--- src/rtl/sapq_pkg.sv ---
// ----------------------------------------------------------------------------
// sapq_pkg
// Shared types and constants for the sorted-array priority queue: payload
// structs, status codes, controller states and the datapath command group.
// ----------------------------------------------------------------------------
package sapq_pkg;

   localparam int VALUE_BITS   = 32;
   localparam int QSIZE_BITS   = 5;
   localparam int CSR_DATA_W   = 32;
   localparam int CSR_ADDR_W   = 3;

   localparam logic [QSIZE_BITS-1:0] QSIZE_RESET = 5'd16;

   // register index, taken from the word address
   localparam logic REG_QUEUE_SIZE = 1'b0;

   // operation codes
   localparam logic MODE_INSERT  = 1'b0;
   localparam logic MODE_DEQUEUE = 1'b1;

   // result status codes
   localparam logic [1:0] STATUS_DONE  = 2'd0;
   localparam logic [1:0] STATUS_FULL  = 2'd1;
   localparam logic [1:0] STATUS_EMPTY = 2'd2;

   typedef struct packed {
      logic                          mode;
      logic signed [VALUE_BITS-1:0]  item_value;
   } req_type;

   typedef struct packed {
      logic [1:0]                    status;
      logic signed [VALUE_BITS-1:0]  out_value;
   } rsp_type;

   typedef enum logic {
      CTRL_IDLE,
      CTRL_HOLD
   } ctrl_state_type;

   typedef struct packed {
      logic op_go;
   } dp_cmd_type;

endpackage

--- src/rtl/sorted_array_priority_queue.sv ---
// ----------------------------------------------------------------------------
// sorted_array_priority_queue
// Ascending priority queue on a row of sorted slot cells with an APB-style
// register port for the number of slots in use.
// ----------------------------------------------------------------------------
// Usage:
//   req channel  : one transfer carries a mode (insert or dequeue) and a
//                  signed value; accepted when req_valid is high and
//                  req_stall is low.
//   rsp channel  : one transfer per request with a status and, on a good
//                  dequeue, the smallest stored value (zero otherwise).
//   csr port     : queue_size at byte address 0, read and write.
// The result is registered: it sits in the output register on the edge
// after acceptance. Throughput is one item per cycle unless stalled, set by
// the compare-and-shift that every slot cell performs in parallel against the
// incoming value (dequeue shifts every cell down by one in the same way).
// When the receiver stalls, the held result stays put and req_stall rises, so
// no new request is taken until the result is transferred.
// Reset empties the queue at once (no clearing pass) and sets queue_size to
// 16; slot contents are left as they are and never read before written.
// ----------------------------------------------------------------------------
module sorted_array_priority_queue #(
   parameter int DEPTH = 16
) (
   input  logic                                 clock,
   input  logic                                 reset,
   // request channel
   input  logic                                 req_valid,
   output logic                                 req_stall,
   input  sapq_pkg::req_type                    req_data,
   // result channel
   output logic                                 rsp_valid,
   input  logic                                 rsp_stall,
   output sapq_pkg::rsp_type                    rsp_data,
   // register port
   input  logic                                 csr_psel,
   input  logic                                 csr_penable,
   input  logic                                 csr_pwrite,
   input  logic [sapq_pkg::CSR_ADDR_W-1:0]      csr_paddr,
   input  logic [sapq_pkg::CSR_DATA_W-1:0]      csr_pwdata,
   output logic [sapq_pkg::CSR_DATA_W-1:0]      csr_prdata,
   output logic                                 csr_pready
);

   sapq_pkg::dp_cmd_type             cmd;
   logic                             cfg_we;
   logic                             reg_sel;
   logic [sapq_pkg::QSIZE_BITS-1:0]  queue_size;

   // Decode on the word address; byte lane bits are ignored.
   assign reg_sel    = csr_paddr[2] == sapq_pkg::REG_QUEUE_SIZE;
   assign csr_pready = 1'b1;
   // Write the register on the access phase of a write transfer.
   assign cfg_we     = csr_psel && csr_penable && csr_pwrite && csr_pready && reg_sel;
   // Return zero for any address beyond the register list.
   assign csr_prdata = reg_sel ? sapq_pkg::CSR_DATA_W'(queue_size) : '0;

   // Controller: owns the result handshake and issues one command per transfer.
   sapq_ctrl u_ctrl (
      .clock     (clock),
      .reset     (reset),
      .req_valid (req_valid),
      .req_stall (req_stall),
      .rsp_valid (rsp_valid),
      .rsp_stall (rsp_stall),
      .cmd       (cmd)
   );

   // Datapath: slot cells, marks, size register and result register.
   sapq_dpath #(
      .DEPTH (DEPTH)
   ) u_dpath (
      .clock      (clock),
      .reset      (reset),
      .cmd        (cmd),
      .req_data   (req_data),
      .cfg_we     (cfg_we),
      .cfg_wdata  (csr_pwdata[sapq_pkg::QSIZE_BITS-1:0]),
      .queue_size (queue_size),
      .rsp_data   (rsp_data)
   );

   // Every accepted request yields a held result on the next edge.
   a_accept_gives_result : assert property (
      @(posedge clock) disable iff (reset)
      (req_valid && !req_stall) |=> rsp_valid
   ) else $error("accepted request produced no result");

   // Back-pressure on requests only while a result is waiting.
   a_stall_only_when_held : assert property (
      @(posedge clock) disable iff (reset)
      req_stall |-> rsp_valid
   ) else $error("request stalled with no result held");

   // Refused operations carry a zero value.
   a_refusal_zero_value : assert property (
      @(posedge clock) disable iff (reset)
      (rsp_valid && rsp_data.status != sapq_pkg::STATUS_DONE) |-> (rsp_data.out_value == '0)
   ) else $error("refused operation returned a non-zero value");

   // Status is never the unused code.
   a_status_legal : assert property (
      @(posedge clock) disable iff (reset)
      rsp_valid |-> (rsp_data.status == sapq_pkg::STATUS_DONE ||
                     rsp_data.status == sapq_pkg::STATUS_FULL ||
                     rsp_data.status == sapq_pkg::STATUS_EMPTY)
   ) else $error("illegal status code");

endmodule

--- src/rtl/sapq_ctrl.sv ---
// ----------------------------------------------------------------------------
// sapq_ctrl
// Handshake controller: tracks whether the result register holds a transfer
// that is not yet taken and tells the datapath when to execute an operation.
// ----------------------------------------------------------------------------
module sapq_ctrl (
   input  logic                  clock,
   input  logic                  reset,
   input  logic                  req_valid,
   output logic                  req_stall,
   output logic                  rsp_valid,
   input  logic                  rsp_stall,
   output sapq_pkg::dp_cmd_type  cmd
);

   sapq_pkg::ctrl_state_type state_ff;
   sapq_pkg::ctrl_state_type state_in;
   logic                     accept;

   always_ff @(posedge clock) begin
      if (reset) begin
         state_ff <= sapq_pkg::CTRL_IDLE;
      end else begin
         state_ff <= state_in;
      end
   end

   // outputs
   always_comb begin
      req_stall = 1'b0;
      rsp_valid = 1'b0;
      case (state_ff)
         sapq_pkg::CTRL_IDLE: begin
            req_stall = 1'b0;
            rsp_valid = 1'b0;
         end
         sapq_pkg::CTRL_HOLD: begin
            req_stall = rsp_stall;
            rsp_valid = 1'b1;
         end
         default: begin
            req_stall = 1'b1;
            rsp_valid = 1'b0;
         end
      endcase
      accept    = req_valid && !req_stall;
      cmd.op_go = accept;
   end

   // next state
   always_comb begin
      state_in = state_ff;
      case (state_ff)
         sapq_pkg::CTRL_IDLE: begin
            if (accept) begin
               state_in = sapq_pkg::CTRL_HOLD;
            end
         end
         sapq_pkg::CTRL_HOLD: begin
            if (!rsp_stall && !accept) begin
               state_in = sapq_pkg::CTRL_IDLE;
            end
         end
         default: begin
            state_in = sapq_pkg::CTRL_IDLE;
         end
      endcase
   end

endmodule

--- src/rtl/sapq_dpath.sv ---
// ----------------------------------------------------------------------------
// sapq_dpath
// Slot cells with parallel compare-and-shift, fill and count marks, the
// queue size register and the result register.
// ----------------------------------------------------------------------------
module sapq_dpath #(
   parameter int DEPTH = 16
) (
   input  logic                                  clock,
   input  logic                                  reset,
   input  sapq_pkg::dp_cmd_type                  cmd,
   input  sapq_pkg::req_type                     req_data,
   input  logic                                  cfg_we,
   input  logic [sapq_pkg::QSIZE_BITS-1:0]       cfg_wdata,
   output logic [sapq_pkg::QSIZE_BITS-1:0]       queue_size,
   output sapq_pkg::rsp_type                     rsp_data
);

   localparam int MARK_W = $clog2(DEPTH + 1);
   localparam int CMP_W  = (MARK_W > sapq_pkg::QSIZE_BITS) ? MARK_W : sapq_pkg::QSIZE_BITS;
   localparam int VB     = sapq_pkg::VALUE_BITS;

   logic signed [VB-1:0]            cell_ff [DEPTH];
   logic signed [VB-1:0]            cell_in [DEPTH];
   logic [DEPTH-1:0]                ge;
   logic [MARK_W-1:0]               fill_ff, fill_in;
   logic [MARK_W-1:0]               count_ff, count_in;
   logic [sapq_pkg::QSIZE_BITS-1:0] qsize_ff;
   sapq_pkg::rsp_type               rsp_ff, rsp_in;
   logic [CMP_W-1:0]                eff_size;
   logic                            full;
   logic                            empty;
   logic                            do_insert;
   logic                            do_dequeue;

   always_comb begin
      eff_size = (CMP_W'(qsize_ff) > CMP_W'(DEPTH)) ? CMP_W'(DEPTH) : CMP_W'(qsize_ff);
      full     = CMP_W'(fill_ff) >= eff_size;
      empty    = count_ff == '0;
      do_insert  = cmd.op_go && (req_data.mode == sapq_pkg::MODE_INSERT) && !full;
      do_dequeue = cmd.op_go && (req_data.mode == sapq_pkg::MODE_DEQUEUE) && !empty;
   end

   // each stored cell against the new value; only cells holding queue data count
   genvar g;
   generate
      for (g = 0; g < DEPTH; g++) begin : g_cell
         logic ge_prev;
         logic at_tail;

         assign ge[g] = (MARK_W'(g) < count_ff) && (cell_ff[g] >= req_data.item_value);
         assign at_tail = MARK_W'(g) == count_ff;

         if (g == 0) begin : g_first
            assign ge_prev = 1'b0;
         end else begin : g_rest
            assign ge_prev = ge[g-1];
         end

         always_comb begin
            cell_in[g] = cell_ff[g];
            if (do_insert) begin
               if (ge_prev) begin
                  cell_in[g] = (g == 0) ? cell_ff[g] : cell_ff[(g == 0) ? 0 : g-1];
               end else if (ge[g] || at_tail) begin
                  cell_in[g] = req_data.item_value;
               end
            end else if (do_dequeue) begin
               cell_in[g] = (g == DEPTH-1) ? cell_ff[g] : cell_ff[(g == DEPTH-1) ? g : g+1];
            end
         end

         always_ff @(posedge clock) begin
            cell_ff[g] <= cell_in[g];
         end
      end
   endgenerate

   always_comb begin
      fill_in  = fill_ff;
      count_in = count_ff;
      rsp_in   = rsp_ff;
      if (do_insert) begin
         fill_in  = fill_ff + MARK_W'(1);
         count_in = count_ff + MARK_W'(1);
      end else if (do_dequeue) begin
         count_in = count_ff - MARK_W'(1);
         if (count_ff == MARK_W'(1)) begin
            fill_in = '0;
         end
      end
      if (cmd.op_go) begin
         rsp_in.status    = sapq_pkg::STATUS_DONE;
         rsp_in.out_value = '0;
         if (req_data.mode == sapq_pkg::MODE_INSERT) begin
            if (full) begin
               rsp_in.status = sapq_pkg::STATUS_FULL;
            end
         end else if (empty) begin
            rsp_in.status = sapq_pkg::STATUS_EMPTY;
         end else begin
            rsp_in.out_value = cell_ff[0];
         end
      end
   end

   always_ff @(posedge clock) begin
      if (reset) begin
         fill_ff  <= '0;
         count_ff <= '0;
         qsize_ff <= sapq_pkg::QSIZE_RESET;
      end else begin
         fill_ff  <= fill_in;
         count_ff <= count_in;
         if (cfg_we) begin
            qsize_ff <= cfg_wdata;
         end
      end
   end

   always_ff @(posedge clock) begin
      rsp_ff <= rsp_in;
   end

   assign rsp_data   = rsp_ff;
   assign queue_size = qsize_ff;

endmodule
--- config.mk ---
export PLATFORM = sky130hd
export DESIGN_NAME = sorted_array_priority_queue
export DESIGN_NICKNAME = d
export VERILOG_FILES = /design/src/rtl/sapq_pkg.sv /design/src/rtl/sorted_array_priority_queue.sv /design/src/rtl/sapq_ctrl.sv /design/src/rtl/sapq_dpath.sv
export SDC_FILE = /design/constraint.sdc
export NUM_CORES = 2
export LEC_CHECK = 0
export BUFFER_PORTS_ARGS = -buffer_cell sky130_fd_sc_hd__buf_2
export CAP_MARGIN = 20
export CORE_ASPECT_RATIO = 0.5
export CORE_MARGIN = 3
export CORE_UTILIZATION = 61
export CTS_BUF_LIST = sky130_fd_sc_hd__clkbuf_4
export CTS_CLUSTER_DIAMETER = 30
export DETAILED_ROUTE_END_ITERATION = 8
export PLACE_DENSITY = 0.77
export SETUP_SLACK_MARGIN = 0.15
export SYNTH_ARGS = -nofsm -noshare
export SYNTH_HDL_FRONTEND = slang
export SYNTH_SLANG_ARGS = --single-unit
--- constraint.sdc ---
create_clock -name clock -period 10.4 [get_ports clock]
set_input_delay 3.12 -clock clock [delete_from_list [all_inputs] [get_ports clock]]
set_output_delay 3.12 -clock clock [all_outputs]
set_load 0.02 [all_outputs]
==> impl_metrics.yaml <==
setup_path:
  cp-end-kind: "register"
  ff2ff_path_depth: 8
  worst-setup-path-type: "input pin to register"
  worstPathRequired_ps: 10930
  rrSetupSlack_ps: 5850
  arrival_ps: 7650
  startpoint_type: "input pin"
  r2r-start: "u_ctrl.state_ff"
  cp_max_fo: 35
  r2r_end: "u_dpath.cell_ff[7][38]"
power_and_ir_drop:
  switching_share: 0.347
  irDropWorstVdd_mv: 0.107
  p_sw_uw: 2440
  combPwrFrac: 0.285
  p_per_area_nw_per_um2: 165
  p_int_uw: 4580
  leakage_uw: 0.0175
  clkPwrFrac: 0.266
  seq_power_share: 0.449
min_path:
  min_to: "u_dpath.fill_ff[4]"
  hp-class: "register to register"
  worstHoldStart: "u_dpath.fill_ff[4]"
  hold_depth: 1
logic_synthesis:
  seq_area_frac_synth: 0.423
  synth_most_common_cell: "edfxtp_1"
  syn_inst: 3872
  synth_warnings: 0
  yosys-top-cells-count: "546 x edfxtp_1, 544 x nand2_1, 523 x ha_1"
  synthMuxAreaShare: 0.105
  synth-seq-cells: 562
  synth_area_leaders: "edfxtp_1 42%, ha_1 17%, mux2i_1 9.6%"
  syn_area_um2: 39500
  synth_ff_type: "edfxtp_1"
  synth_simple_gate_area_share: 0.120
  async_flop_share: 0
  yosysTopAreaCellShare: 0.415
  synth_edf_count: 546
  synthDistinctLibCells: 76
  synth_top_family_by_area: "adder cells"
  synth_xor_xnor_area_share: 0.00155
  avgSynthCellArea_um2: 10.2
  synth_top_area_cell: "edfxtp_1"
  synth-adder-area-share: 0.166
  synth_compound_area_frac: 0.146
floorplanning:
  placeableCoreArea_um2: 63500
  rows: 65
  dieArea_um2: 68000
  fp.dieW_um: 366
  pin_count: 144
  die-height_um: 186
  initial_core_util: 0.622
timing:
  max_freq_ghz: 0.140
  max_slew_margin: 0.166
  setup_tns_ps: 0
  tightest_slew_ps: 1250
  hold_viol: 0
  period_share: 0.685
  finalSetupViolCount: 0
  drv_slew: 0
  skew_ps: 43.5
  rsz0062_at_grt: "no"
  period_needed_ps: 7130
finish:
  final_core_util: 0.668
  fillers: 4869
  syn_to_final_growth_pct: 7.46
  drive_above_1_share: 0.107
  stdcell_count: 4914
  nNetsFinal: 4545
route:
  dr_total_vias: 31700
  ant_nets: 0
  drc: 0
  vias_per_cell: 6.45
  dr.first_iter.drc_count: 3915
  drt_pass1_iterations: 6
  wl_um: 107000
  drt-wirelength-per-cell_um: 21.7
clock_tree:
  clk_latency_ps: 940
  htree_levels: 4
  cts_sinks: 562
  postCtsHoldBufs: 0
  cts_buffer_depth: 3
  tritoncts: "yes"
  cts_buffers: 140
  clockRootBuffer: "clkbuf_4"
  postCtsSetupBuffers: 0
  clk_pin_slew_ps: 60
  cts_resized: 0
place:
  dp_cells: 4672
  port_buffers: 86
  hpwl_um: 79400
  gp_congestion: 0.984
flow_run:
  cap_violations: 0
run_status:
  status: "complete, no violations"
global_routing:
  grt_usage: 0.308
  antenna_found_initial: 7
  grt_max_degree: 279
  first_global_vias: 29700
  grt_pass1_wl_um: 166000
  grt_overflow_total: 0
==> metal layers <==
layer,vias to the layer above,track usage,wire [um]
met5,-,0,0
met4,0,0.0838,1830
met3,166,0.0673,13600
met2,1845,0.432,42600
met1,14900,0.476,48800
li1,14800,-,-
==> cell usage in the layout, fill, tap and decap left out, types with 70 or more instances in the layout <==
cell,netlist,final
edfxtp_1,546,546
nand2_1,544,543
ha_1,523,523
o21ai_0,460,453
mux2i_1,380,380
a21oi_1,292,290
clkbuf_4,0,198
nor2_1,100,99
nand4_1,97,97
buf_2,40,86
nor3_1,83,83
a21o_1,75,75
inv_1,70,70
==> cell families after synthesis <==
family | Yosys count
DFF | 562
muxes | 411
xor gates and xnor gates | 7
other | 2
buffers and inverters | 320
adders and majority gates | 523
and+or+nand+nor | 1025
AOI/OAI and AO/OA | 1022
==> critical path: stages <==
cell      delay (ps)
buf_2            380
inv_1            330
buf_4            300
ha_1             320
nand4_1          180
nor3_1           310
nand4_1          210
o211ai_1         300
and3_1           200
a311o_2          870
nor2_1           200
a31oi_4          910
==> worst max-delay path by stage <==
stage	startpoint	to	slack (ps)	cells past startpoint
2_1_floorplan	rsp_stall	u_dpath.cell_ff[7][32]	1570	7
3_3_place_gp	req_data[30]	u_dpath.cell_ff[3][56]	2510	14
3_5_place_dp	req_data[30]	u_dpath.cell_ff[3][56]	2430	14
4_1_cts	req_data[30]	u_dpath.cell_ff[3][54]	3380	14
5_1_grt	req_data[26]	u_dpath.cell_ff[5][24]	2990	13
6_report	req_data[30]	u_dpath.cell_ff[4][24]	3270	12
==> state kept, by name, summed over array words and instances (netlist names) <==
| name | flops |
|---|---|
| u_dpath.count_ff | 5 |
| u_dpath.queue_size | 5 |
| u_dpath.rsp_data | 34 |
| u_dpath.fill_ff | 5 |
| u_ctrl.state_ff | 1 |
| u_dpath.cell_ff | 512 |
==> power by group through the flow <==
stage | registers [uW] | clock network (uW) | logic, uW
after CTS | 3140 | 1890 | 1950
after floorplan | 3120 | 0 | 1440
after detailed placement | 3180 | 0 | 1940
final | 3150 | 1860 | 2000
after global routing | 3170 | 2010 | 2220
after global placement | 3170 | 0 | 1840
==> layout make-up <==
cell class	instances	area (um2)	share of cell area
Antenna cell	7	17.5	0.000413
Clock buffer	198	1490	0.0350
Clock inverter	33	179	0.00422
Inverter	71	267	0.00628
Multi-Input combinational cell	3016	21600	0.509
Sequential cell	562	16700	0.394
Tap cell	871	1090	0.0257
Timing Repair Buffer	156	1080	0.0254
==> through the flow <==
step	setup slack [ps]	hold slack [ps]	area [um2]	total power (uW)
finish	3270	476	42400	7020
detailed placement	2430	466	40700	5120
global route	2990	519	42400	7400
CTS	3380	475	42300	6980
floorplan	1570	441	39600	4560
global placement	2510	460	40600	5020
No activity file was read; power rests on OpenSTA's default activity.
